<file path="src/hdl/ggw_pkg.sv">
// Package for the greedy word wrap block: widths, character codes, command codes
// and the structs passed between the top level and the line tracker.
// No dependencies.
`default_nettype none
package ggw_pkg;

    localparam int MAX_LEN   = 4096;
    localparam int GLYPHS    = 256;

    localparam int CODE_W    = 8;
    localparam int ADV_W     = 8;
    localparam int MAXW_W    = 16;
    localparam int WIDTH_W   = 20;
    localparam int BREAK_W   = 12;
    localparam int POS_W     = $clog2(MAX_LEN);
    localparam int TABLE_AW  = $clog2(GLYPHS);

    localparam logic [CODE_W-1:0]  CODE_NEWLINE    = CODE_W'(10);
    localparam logic [CODE_W-1:0]  CODE_SPACE      = CODE_W'(32);
    localparam logic [WIDTH_W-1:0] WIDTH_MAX       = {WIDTH_W{1'b1}};
    localparam logic [MAXW_W-1:0]  MAX_WIDTH_RESET = {MAXW_W{1'b1}};
    localparam logic [POS_W-1:0]   POS_LAST        = POS_W'(MAX_LEN - 1);

    typedef enum logic {
        CMD_TABLE_WRITE = 1'b0,
        CMD_CHAR        = 1'b1
    } cmd_t;

    typedef struct packed {
        logic              start;
        logic [CODE_W-1:0] code;
    } line_req_t;

    typedef struct packed {
        logic               hit;
        logic [BREAK_W-1:0] break_pos;
        logic [WIDTH_W-1:0] line_width;
    } line_res_t;

endpackage
`default_nettype wire

</file>
<file path="src/hdl/ggw_if.sv">
// Valid/ready channel interfaces for the greedy word wrap block.
// Depends on ggw_pkg.
`default_nettype none
interface ggw_char_if;
    import ggw_pkg::*;

    logic              valid;
    logic              ready;
    logic              cmd;
    logic [CODE_W-1:0] code;
    logic [ADV_W-1:0]  advance;
    logic              start_req;

    modport source (output valid, cmd, code, advance, start_req, input ready);
    modport sink   (input valid, cmd, code, advance, start_req, output ready);
endinterface

interface ggw_break_if;
    import ggw_pkg::*;

    logic               valid;
    logic               ready;
    logic [BREAK_W-1:0] break_pos;
    logic [WIDTH_W-1:0] line_width;

    modport source (output valid, break_pos, line_width, input ready);
    modport sink   (input valid, break_pos, line_width, output ready);
endinterface

interface ggw_cfg_if;
    import ggw_pkg::*;

    logic              valid;
    logic              ready;
    logic [MAXW_W-1:0] data;

    modport source (output valid, data, input ready);
    modport sink   (input valid, data, output ready);
endinterface
`default_nettype wire

</file>
<file path="src/hdl/ggw_line.sv">
// Line tracker: running width, last-space mark and character position, with the
// combinational step that updates them and detects a break. Depends on ggw_pkg.
`default_nettype none
module ggw_line (
    input  wire logic                       clk,
    input  wire logic                       rst_n,
    input  wire logic                       step,
    input  wire ggw_pkg::line_req_t         req,
    input  wire logic [ggw_pkg::ADV_W-1:0]  adv,
    input  wire logic [ggw_pkg::MAXW_W-1:0] max_width,
    output ggw_pkg::line_res_t              res
);
    import ggw_pkg::*;

    logic [WIDTH_W-1:0] run_width_reg,   run_width_next;
    logic [WIDTH_W-1:0] space_width_reg, space_width_next;
    logic [POS_W-1:0]   space_pos_reg,   space_pos_next;
    logic               space_valid_reg, space_valid_next;
    logic [POS_W-1:0]   char_pos_reg,    char_pos_next;

    logic [WIDTH_W-1:0] base_width;
    logic [WIDTH_W-1:0] mark_width;
    logic [POS_W-1:0]   mark_pos;
    logic               mark_valid;
    logic [POS_W-1:0]   pos;
    logic [WIDTH_W:0]   sum;
    logic [WIDTH_W-1:0] sat;
    logic               hit;

    always_comb
    begin
        base_width = req.start ? '0   : run_width_reg;
        mark_width = req.start ? '0   : space_width_reg;
        mark_pos   = req.start ? '0   : space_pos_reg;
        mark_valid = req.start ? 1'b0 : space_valid_reg;
        pos        = req.start ? '0   : char_pos_reg;

        // take the mark at a space before adding its advance
        if (req.code == CODE_SPACE)
        begin
            mark_width = base_width;
            mark_pos   = pos;
            mark_valid = 1'b1;
        end

        sum = {1'b0, base_width} + (WIDTH_W + 1)'(adv);
        sat = sum[WIDTH_W] ? WIDTH_MAX : sum[WIDTH_W-1:0];
        hit = (req.code != CODE_NEWLINE) && mark_valid
              && (sat >= WIDTH_W'(max_width));

        space_width_next = mark_width;
        space_pos_next   = mark_pos;
        if (req.code == CODE_NEWLINE)
        begin
            run_width_next   = '0;
            space_valid_next = 1'b0;
        end
        else if (hit)
        begin
            run_width_next   = (sat >= mark_width) ? sat - mark_width : '0;
            space_valid_next = 1'b0;
        end
        else
        begin
            run_width_next   = sat;
            space_valid_next = mark_valid;
        end

        char_pos_next = (pos == POS_LAST) ? '0 : pos + POS_W'(1);

        res.hit        = hit;
        res.break_pos  = BREAK_W'(mark_pos);
        res.line_width = run_width_next;
    end

    always_ff @(posedge clk or negedge rst_n)
    begin
        if (!rst_n)
        begin
            run_width_reg   <= '0;
            space_width_reg <= '0;
            space_pos_reg   <= '0;
            space_valid_reg <= 1'b0;
            char_pos_reg    <= '0;
        end
        else if (step)
        begin
            run_width_reg   <= run_width_next;
            space_width_reg <= space_width_next;
            space_pos_reg   <= space_pos_next;
            space_valid_reg <= space_valid_next;
            char_pos_reg    <= char_pos_next;
        end
    end

endmodule
`default_nettype wire

</file>
<file path="src/hdl/greedy_word_wrap.sv">
// Greedy word wrap top level: advance table, input stage, result register.
// Depends on ggw_pkg, ggw_if (ggw_char_if, ggw_break_if, ggw_cfg_if) and ggw_line.
//
// Usage:
//   chars  : items in. cmd = table write stores advance at entry code; cmd = char
//            processes code (start_req clears width, mark and position first).
//   breaks : one item out per character that forces a wrap, carrying the
//            position of the space that becomes a newline and the line width
//            left after the break.
//   cfg    : writes max_width; always ready. Write only while the block is idle.
// Path: a breaking character enters the input stage together with its table read,
//   and its break item enters the result register when that stage advances.
// Throughput: one item per cycle unless the input stage stalls, set by the single
//   table read port and the one add-and-compare step of the line tracker.
// Reset: width, mark, position and both pipeline stages clear; max_width
//   returns to 65535. The advance table is not cleared; entries are undefined
//   until written.
// Stall: while the break register is full and not taken, the input stage holds
//   only if its item would produce a break; other items keep flowing.
`default_nettype none
module greedy_word_wrap (
    input  wire logic  clk,
    input  wire logic  rst_n,
    ggw_char_if.sink   chars,
    ggw_break_if.source breaks,
    ggw_cfg_if.sink    cfg
);
    import ggw_pkg::*;

    logic [ADV_W-1:0]   table_mem [GLYPHS];
    logic [ADV_W-1:0]   rd_reg;

    logic               s1_valid_reg;
    logic               s1_cmd_reg;
    logic               s1_start_reg;
    logic [CODE_W-1:0]  s1_code_reg;
    logic               s1_ok_reg;

    logic               out_valid_reg;
    logic [BREAK_W-1:0] out_pos_reg;
    logic [WIDTH_W-1:0] out_width_reg;

    logic [MAXW_W-1:0]  max_width_reg;

    logic               accept;
    logic               code_ok;
    logic               s1_char;
    logic               s1_has_res;
    logic               s1_go;
    logic [ADV_W-1:0]   adv;
    line_req_t          req;
    line_res_t          res;

    assign code_ok = ({1'b0, chars.code} < (CODE_W + 1)'(GLYPHS));
    assign s1_char = (s1_cmd_reg == CMD_CHAR);
    assign s1_has_res = s1_valid_reg && s1_char && res.hit;
    assign s1_go = s1_valid_reg && (!s1_has_res || !out_valid_reg || breaks.ready);
    assign chars.ready = !s1_valid_reg || s1_go;
    assign accept = chars.valid && chars.ready;

    assign adv = s1_ok_reg ? rd_reg : '0;
    assign req.start = s1_start_reg;
    assign req.code  = s1_code_reg;

    ggw_line u_line (
        .clk       (clk),
        .rst_n     (rst_n),
        .step      (s1_go && s1_char),
        .req       (req),
        .adv       (adv),
        .max_width (max_width_reg),
        .res       (res)
    );

    // advance table: write and read at acceptance
    always_ff @(posedge clk)
    begin
        if (accept)
        begin
            if ((chars.cmd == CMD_TABLE_WRITE) && code_ok)
            begin
                table_mem[chars.code[TABLE_AW-1:0]] <= chars.advance;
            end
            rd_reg <= table_mem[chars.code[TABLE_AW-1:0]];
        end
    end

    always_ff @(posedge clk)
    begin
        if (accept)
        begin
            s1_cmd_reg   <= chars.cmd;
            s1_start_reg <= chars.start_req;
            s1_code_reg  <= chars.code;
            s1_ok_reg    <= code_ok;
        end
    end

    always_ff @(posedge clk or negedge rst_n)
    begin
        if (!rst_n)
        begin
            s1_valid_reg <= 1'b0;
        end
        else if (accept)
        begin
            s1_valid_reg <= 1'b1;
        end
        else if (s1_go)
        begin
            s1_valid_reg <= 1'b0;
        end
    end

    always_ff @(posedge clk or negedge rst_n)
    begin
        if (!rst_n)
        begin
            out_valid_reg <= 1'b0;
        end
        else if (s1_go && s1_has_res)
        begin
            out_valid_reg <= 1'b1;
        end
        else if (breaks.ready)
        begin
            out_valid_reg <= 1'b0;
        end
    end

    always_ff @(posedge clk)
    begin
        if (s1_go && s1_has_res)
        begin
            out_pos_reg   <= res.break_pos;
            out_width_reg <= res.line_width;
        end
    end

    assign breaks.valid      = out_valid_reg;
    assign breaks.break_pos  = out_pos_reg;
    assign breaks.line_width = out_width_reg;

    assign cfg.ready = 1'b1;

    always_ff @(posedge clk or negedge rst_n)
    begin
        if (!rst_n)
        begin
            max_width_reg <= MAX_WIDTH_RESET;
        end
        else if (cfg.valid)
        begin
            max_width_reg <= cfg.data;
        end
    end

endmodule
`default_nettype wire
</file>
<file path="src/flat_wrapper.sv">
// flat-port wrapper written by rule: the top's interface ports become plain ports
module greedy_word_wrap_flat import ggw_pkg::*;
  (clk, rst_n, chars_valid, chars_cmd, chars_code, chars_advance, chars_start_req, chars_ready, breaks_valid, breaks_break_pos, breaks_line_width, breaks_ready, cfg_valid, cfg_data, cfg_ready);
  ggw_char_if chars_i ();
  ggw_break_if breaks_i ();
  ggw_cfg_if cfg_i ();
  input  wire logic clk;
  input  wire logic rst_n;
  input wire logic [$bits(chars_i.valid)-1:0] chars_valid;
  input wire logic [$bits(chars_i.cmd)-1:0] chars_cmd;
  input wire logic [$bits(chars_i.code)-1:0] chars_code;
  input wire logic [$bits(chars_i.advance)-1:0] chars_advance;
  input wire logic [$bits(chars_i.start_req)-1:0] chars_start_req;
  output wire logic [$bits(chars_i.ready)-1:0] chars_ready;
  output wire logic [$bits(breaks_i.valid)-1:0] breaks_valid;
  output wire logic [$bits(breaks_i.break_pos)-1:0] breaks_break_pos;
  output wire logic [$bits(breaks_i.line_width)-1:0] breaks_line_width;
  input wire logic [$bits(breaks_i.ready)-1:0] breaks_ready;
  input wire logic [$bits(cfg_i.valid)-1:0] cfg_valid;
  input wire logic [$bits(cfg_i.data)-1:0] cfg_data;
  output wire logic [$bits(cfg_i.ready)-1:0] cfg_ready;
  assign chars_i.valid = chars_valid;
  assign chars_i.cmd = chars_cmd;
  assign chars_i.code = chars_code;
  assign chars_i.advance = chars_advance;
  assign chars_i.start_req = chars_start_req;
  assign chars_ready = chars_i.ready;
  assign breaks_valid = breaks_i.valid;
  assign breaks_break_pos = breaks_i.break_pos;
  assign breaks_line_width = breaks_i.line_width;
  assign breaks_i.ready = breaks_ready;
  assign cfg_i.valid = cfg_valid;
  assign cfg_i.data = cfg_data;
  assign cfg_ready = cfg_i.ready;
  greedy_word_wrap u_core (.clk(clk), .rst_n(rst_n), .chars(chars_i), .breaks(breaks_i), .cfg(cfg_i));
endmodule
</file>
<file path="config.mk">
export PLATFORM = sky130hd
export DESIGN_NAME = greedy_word_wrap_flat
export DESIGN_NICKNAME = d
export VERILOG_FILES = /design/src/hdl/ggw_pkg.sv /design/src/hdl/ggw_if.sv /design/src/hdl/ggw_line.sv /design/src/hdl/greedy_word_wrap.sv /design/src/flat_wrapper.sv
export SDC_FILE = /design/constraint.sdc
export NUM_CORES = 2
export LEC_CHECK = 0
export ABC_CLOCK_PERIOD_IN_PS = 7700
export BUFFER_PORTS_ARGS = -buffer_cell sky130_fd_sc_hd__buf_2
export CAP_MARGIN = 30
export CELL_PAD_IN_SITES_DETAIL_PLACEMENT = 0
export CELL_PAD_IN_SITES_GLOBAL_PLACEMENT = 1
export CORE_MARGIN = 5
export CORE_UTILIZATION = 40
export DETAILED_ROUTE_END_ITERATION = 10
export GPL_ROUTABILITY_DRIVEN = 1
export PLACE_DENSITY = 0.69
export SLEW_MARGIN = 20
export SYNTH_ARGS = -nofsm -noshare
export SYNTH_HDL_FRONTEND = slang
export SYNTH_SLANG_ARGS = --single-unit
</file>
<file path="constraint.sdc">
create_clock -name clk -period 7.7 [get_ports clk]
set_input_delay 0.77 -clock clk [delete_from_list [all_inputs] [get_ports clk]]
set_output_delay 0.77 -clock clk [all_outputs]
set_load 0.02 [all_outputs]
</file>
# --- Yosys cells after proc, flatten, opt, wreduce, memory -nomap -nowiden ---
# Memories as Yosys holds them, arrays and structs flattened. A register that Yosys moved wholly into a read port is not among the register bits.
# Index checks and enable logic that the tools add are counted.
word_totals:
  reg_bits: 125
  latchBits: 0
  mem_bits_rw: 2048
  mem_bits_ro: 0
  out_inout_bits: 35
  n_memories: 1
mem_list:
  columns: ["memory", "words", "width", "rd", "rd_ports_with_merged_regs", "wr", "line_no", "text"]
  rows:
  - ["u_core.table_mem", 256, 8, 1, 1, 1, "greedy_word_wrap.sv:30", "logic [ADV_W-1:0] table_mem [GLYPHS];"]
classes:
  add_sub_neg: 3
  multipliers: 0
  n_div: 0
  n_lt_le_gt_ge: 2
  eq_ne: 4
  n_shift: 0
  n_mux: 22
  bitwise_logic: 0
  reduce_logical: 16
op_table:
  columns: ["operator", "n"]
  rows:
  - ["20-bit 2-to-1 mux", 7]
  - ["12-bit 2-to-1 mux", 4]
  - ["20-bit by 8-bit adder with 21-bit output", 1]
  - ["20-bit by 16-bit greater-or-equal comparator with 1-bit output", 1]
  - ["20-bit greater-or-equal comparator", 1]
  - ["20-bit subtractor", 1]
  - ["12-bit by 1-bit adder with 12-bit output, second input constant", 1]
  - ["12-bit equality test, second input constant", 1]
  - ["1-bit 2-to-1 mux", 11]
  - ["8-bit by 4-bit equality test with 1-bit output, second input constant", 1]
  - ["8-bit by 6-bit equality test with 1-bit output, second input constant", 1]
  - ["1-bit logical AND", 8]
  - ["8-bit by 4-bit inequality test with 1-bit output, second input constant", 1]
  - ["2-bit nonzero test", 2]
  - ["1-bit logical NOT", 3]
  - ["1-bit logical OR", 3]

# --- Longest topological paths before layout ---
logic_depth:
  depth_word: 14
  depth_mapped: 27
  mapped_depth_nobuf: 20

# --- By module ---
# Synthesis repeated with hierarchy kept, for this count alone.
unflattened:
  hier_cells: 4315
  hier_area_um2: 86331.5
by_module_without_submodules:
  columns: ["mod", "n_inst", "cells_per_inst", "area_each_um2", "seq_area_each_um2"]
  rows:
  - ["greedy_word_wrap", 1, 3614, 80368.3, 63470.9]
  - ["ggw_line", 1, 701, 5963.2, 1626.6]

# --- Least setup slack after synthesis ---
# No wires, ideal clock.
synth_path:
  kind: "register to register"
  from: "reg u_core.s1_start_reg"
  to: "reg u_core.out_pos_reg[0] (netlist: u_core.breaks.break_pos[0]), enable pin"
  t_arrival_ps: 6457
  t_required_ps: 7239
  path_slack_ps: 782
  stages_incl_launch_ff: 19
  path_buffers: 4
  path_cell_list: "edfxtp_1 > clkbuf_1 > clkbuf_1 > clkbuf_1 > clkbuf_1 > nor2b_1 > ha_1 > fa_1 > a211o_1 > a211o_1 > and3_1 > or2_2 > ha_1 > nand3_1 > o211ai_1 > a211o_1 > a211o_4 > o21ai_2 > nor3_1"
synth_between:
  elab_chain_len: 11
synth_rtl:
  columns: ["item", "line_no", "text"]
  rows:
  - ["start: declaration", "greedy_word_wrap.sv:35", "logic s1_start_reg;"]
  - ["start signal: assignment", "greedy_word_wrap.sv:93", "s1_start_reg <= chars.start_req;"]
  - ["20-bit 2-to-1 mux", "ggw_line.sv:32", "base_width = req.start ? '0 : run_width_reg;"]
  - ["20-bit by 8-bit adder with 21-bit output", "ggw_line.sv:46", "sum = {1'b0, base_width} + (WIDTH_W + 1)'(adv);"]
  - ["20-bit 2-to-1 mux", "ggw_line.sv:47", "sat = sum[WIDTH_W] ? WIDTH_MAX : sum[WIDTH_W-1:0];"]
  - ["20-bit by 16-bit greater-or-equal comparator with 1-bit output", "ggw_line.sv:49", "&& (sat >= WIDTH_W'(max_width));"]
  - ["1-bit logical AND (*)", "ggw_line.sv:49", null]
  - ["1-bit logical AND (*)", "greedy_word_wrap.sv:56", "assign s1_has_res = s1_valid_reg && s1_char && res.hit;"]
  - ["1-bit logical NOT", "greedy_word_wrap.sv:57", "assign s1_go = s1_valid_reg && (!s1_has_res || !out_valid_reg || breaks.ready);"]
  - ["1-bit logical OR (2 in a row)", "greedy_word_wrap.sv:57", null]
  - ["1-bit logical AND", "greedy_word_wrap.sv:57", null]
  - ["1-bit logical AND (*)", "greedy_word_wrap.sv:133", "if (s1_go && s1_has_res)"]
  - ["end signal: assignment", "greedy_word_wrap.sv:135", "out_pos_reg <= res.break_pos;"]
  - ["end: declaration", "greedy_word_wrap.sv:40", "logic [BREAK_W-1:0] out_pos_reg;"]
# Mark *: on every way between the ends. The rest lies on a longest branch, timed or not.
# A chain may end at the register's enable or synchronous reset.

# --- Worst setup path after layout ---
layout_path:
  from: "reg u_core.s1_start_reg"
  to: "mem u_core.table_mem[108][7], enable pin"
layout_between:
  elab_chain_len: 14
layout_rtl:
  columns: ["item", "line_no", "text"]
  rows:
  - ["20-bit 2-to-1 mux", "ggw_line.sv:32", null]
  - ["20-bit by 8-bit adder with 21-bit output", "ggw_line.sv:46", null]
  - ["20-bit 2-to-1 mux", "ggw_line.sv:47", null]
  - ["20-bit by 16-bit greater-or-equal comparator with 1-bit output", "ggw_line.sv:49", null]
  - ["1-bit logical AND (*)", "ggw_line.sv:49", null]
  - ["1-bit logical AND (*)", "greedy_word_wrap.sv:56", null]
  - ["1-bit logical NOT (*)", "greedy_word_wrap.sv:57", null]
  - ["1-bit logical OR (*) (2 in a row)", "greedy_word_wrap.sv:57", null]
  - ["1-bit logical AND (*)", "greedy_word_wrap.sv:57", null]
  - ["1-bit logical OR (*)", "greedy_word_wrap.sv:58", "assign chars.ready = !s1_valid_reg || s1_go;"]
  - ["1-bit logical AND (*)", "greedy_word_wrap.sv:59", "assign accept = chars.valid && chars.ready;"]
  - ["1-bit 2-to-1 mux (*)", "greedy_word_wrap.sv:78", "if (accept)"]
  - ["1-bit 2-to-1 mux (not written as such) (*)", "greedy_word_wrap.sv:82", "table_mem[chars.code[TABLE_AW-1:0]] <= chars.advance;"]
  - ["end: declaration", "greedy_word_wrap.sv:30", null]
# Marked as above.

==> flow_metrics.py <==
metrics = {
    "detailed_routing": {
        "drt-wirelength-per-cell_um": 30.3,
        "vias": 43100,
        "routed_wl_mm": 225,
        "post_drt_via_cell_ratio": 5.81,
        "drt-initial-drc-count": 5532,
        "route.detailed.drc": 0,
        "ant_nets": 0,
        "firstDrtPassIters": 5,
    },
    "power_and_ir_drop": {
        "pwr-share-comb": 0.086,
        "total_power_mw": 26.0,
        "pwr-share-clk": 0.408,
        "power.switching_mw": 5.92,
        "leakagePower_nw": 31.0,
        "pwr-share-seq": 0.506,
        "p_int_mw": 20.1,
        "swShare": 0.228,
        "vdd.ir_drop.worst_v": 0.000203,
        "p_per_area_mw_per_mm2": 263,
    },
    "global_routing": {
        "grt_pass1_vias": 43000,
        "grt_antenna_before_repair": 5,
        "grt_pass1_wl_mm": 323,
        "globalRouteTotalUtil": 0.194,
        "grt_max_degree": 153,
        "overflow": 0,
    },
    "critical_path": {
        "ff2ff_path_depth": 19,
        "cp_max_fo": 51,
        "r2r-end": "u_core.table_mem[108][7]",
        "arrival_ns": 7.32,
        "worst-setup-path-type": "register to register",
        "path_cells": "nor2b_1, ha_1, fa_1, a211o_1, a211o_1, and3_1, nor2_1, inv_1, ha_1, a21o_1, a31oi_1, o211ai_1, a211o_1, a211o_4, o21ai_2, nor3b_2, buf_4, buf_4, nor4_2",
        "r2r-start": "u_core.s1_start_reg",
        "critPathLaunchType": "register",
        "required_ns": 8.13,
        "crit_path_end_kind": "register",
        "rrSetupSlack_ns": 0.81,
        "cp_slowest_cell": "nor4_2",
        "cpMostUsedCell": "a211o_1",
        "cpPeakStageDelay_ns": 0.89,
    },
    "timing": {
        "hold_violations": 0,
        "fin_crit_sh": 0.895,
        "tightest_slew_ns": 1.08,
        "timing.hold.ws_ns": 0.165,
        "finClkSkew_ns": 0.0627,
        "setup_viol": 0,
        "final_max_slew_viol_count": 0,
        "fin_ws_ns": 0.808,
        "fmax_ghz": 0.145,
        "rsz0062_at_grt": "no",
        "slew_headroom": 0.283,
        "setup_tns_ns": 0,
        "fin_crit_ns": 6.89,
    },
    "place": {
        "dp_slack_ns": 0.689,
        "dpl_cell_area_mm2": 0.0914,
        "portBuffers": 72,
        "dp.cells": 6997,
        "place.detailed.hpwl_mm": 139,
        "gp_congestion": 0.858,
    },
    "cells_and_area": {
        "fin_area_mm2": 0.0988,
        "area_growth_pct": 13.0,
        "fin_nets": 4478,
        "final_cells": 7425,
        "drive_gt1_frac": 0.283,
        "largest_reg_flops": 2048,
        "utilization": 0.455,
    },
    "logic_synthesis": {
        "yosys_most_used_dff": "edfxtp_1",
        "ys_ff_latch": 2181,
        "syn_nets": 4311,
        "yosysSeqAreaShare": 0.744,
        "synth_area_mm2": 0.0875,
        "synth_area_per_cell_um2": 20.7,
        "async_reset_ff_frac": 0.0381,
        "synth_edf_count": 2098,
        "syn_inst": 4225,
        "yosysWarnings": 0,
        "synth_cell_types": 80,
    },
    "cts": {
        "htreeDepth": 4,
        "cts_buffers": 210,
        "worstSkewPairLatency_ns": 0.85,
        "cts.path.max_buffers": 3,
        "cts_tree": "built",
        "clockRootBuffer": "clkbuf_16",
        "cts.sinks": 2181,
        "path_clk_slew_ns": 0.06,
        "cts_setup_buffers": 0,
    },
    "die": {
        "core_mm2": 0.217,
        "die_h_um": 478,
        "initial_core_util": 0.402,
        "rows": 171,
        "num_io_pins": 74,
        "dieArea_mm2": 0.228,
        "die_w_um": 478,
    },
    "run_status": {
        "outcome": "finished clean",
    },
    "min_path": {
        "holdPathEnd": "u_core.max_width_reg[9]",
        "min_from": "cfg_data[9]",
        "hold_class": "input port to register",
        "hold_depth": 3,
    },
    "run": {
        "drv_cap": 0,
    },
}
## critical path, delay by kind of cell, from the launching register on
| kind | cells | cell delay, ns |
|---|---|---|
| AO/OA/AOI/OAI | 8 | 2.15 |
| AND/OR/NAND/NOR | 5 | 1.63 |
| adder cells (fa/ha/maj) | 3 | 0.89 |
| buffers and inverters | 3 | 0.88 |
| flip-flops | 1 | 0.75 |
## Yosys cell counts, drive strengths merged (3+ instances only)
cell / n / area [um2]
xnor2: 18 / 158
or2: 5 / 31.3
nand2b: 24 / 150
a21oi: 47 / 235
nor4: 15 / 100
o21a: 5 / 37.5
mux2: 43 / 484
nor3b: 3 / 22.5
nand4: 14 / 87.6
nand3: 29 / 150
a211oi: 5 / 42.5
nand3b: 5 / 37.5
nor2: 220 / 826
a221o: 3 / 30.0
nand2: 253 / 987
o21ai: 70 / 354
a211o: 6 / 61.3
and3: 8 / 50.1
a31o: 3 / 26.3
and2: 8 / 50.1
o31ai: 4 / 35.0
or3: 8 / 50.1
nor3: 106 / 531
buf: 112 / 613
edfxtp: 2098 / 63000
nor2b: 25 / 156
o211ai: 11 / 87.6
a32oi: 5 / 43.8
mux4: 649 / 14600
mux2i: 15 / 150
clkbuf: 131 / 493
o2bb2ai: 11 / 96.3
o211a: 3 / 30.0
o22ai: 9 / 56.3
ha: 45 / 563
xor2: 9 / 78.8
dfstp: 16 / 420
a22o: 6 / 52.6
a21o: 38 / 285
a31oi: 8 / 50.1
dfrtp: 67 / 1680
a22oi: 8 / 60.1
inv: 28 / 108
## power groups by stage
stage	Clock (mW)	Sequential, mW	Combinational, mW
final	10.6	13.1	2.24
after global routing	11.3	13.1	2.38
after CTS	10.8	13.1	2.24
after detailed placement	0	13.4	2.24
after global placement	0	13.4	2.23
after floorplan	0	13.4	1.41
## layer usage
metal,GRT usage,part of all wire,vias to the layer above
met5,0,0,-
met4,0.0522,0.027,0
met3,0.0429,0.087,286
met2,0.305,0.47,2017
met1,0.278,0.41,22900
li1,-,-,17900
## layout make-up
class                   count  area, um2
flip-flops and latches   2181      65100
multi-input cells        1773      21400
repair buffers            198       1500
inverters                  28        108
clock buffers             241       5390
clock inverters           146       1730
fillers                 18000     119000
diodes                      4       10.0
well taps                2854       3570
## worst max path at each step
stage | from | end | slack, ns | cells after the start
2_1_floorplan | u_core.s1_start_reg | u_core.breaks.break_pos[0] | 0.78 | 18
5_1_grt | u_core.s1_start_reg | chars_ready | 0.55 | 17
3_5_place_dp | u_core.s1_start_reg | u_core.table_mem[96][0] | 0.69 | 19
3_3_place_gp | u_core.s1_start_reg | u_core.table_mem[192][5] | 0.85 | 19
4_1_cts | u_core.s1_start_reg | u_core.table_mem[96][4] | 0.66 | 19
6_report | u_core.s1_start_reg | u_core.table_mem[108][7] | 0.81 | 19
## repair_timing
item / CTS / global route
hold buffers: 1 / 0
hold endpoints to repair: 16 / 0
resized for setup: 0 / 0
## placed cells by master (no fill, tap or decap), types with 13 or more instances in the layout
master / instances
clkinv_2: 37
nor2_1: 213
ha_1: 45
edfxtp_1: 2098
buf_12: 13
a21oi_1: 47
buf_2: 88
clkbuf_16: 211
xnor2_1: 18
a21o_1: 38
nand2_1: 248
nand4_1: 14
mux2i_1: 15
clkinv_1: 47
mux4_2: 649
clkbuf_2: 16
nand2b_1: 23
nor2b_1: 25
nor3_1: 73
dfstp_2: 16
inv_1: 27
o21ai_0: 69
clkbuf_1: 30
nand3_1: 28
mux2_2: 43
dfrtp_1: 67
buf_4: 66
nor3_2: 33
bufinv_16: 31
## cell families (layout without fill, tap and decap cells)
group | after synthesis | after routing | synth area share
xor+xnor | 27 | 27 | 0.00270
fa+ha+maj | 47 | 47 | 0.00689
compound gates | 260 | 260 | 0.0201
other cells | 1 | 5 | 0.0000429
buf+inv | 271 | 613 | 0.0139
mux | 707 | 707 | 0.174
flops | 2181 | 2181 | 0.744
simple gates | 731 | 731 | 0.0379
Note: power is estimated with default switching activity, not from simulation.
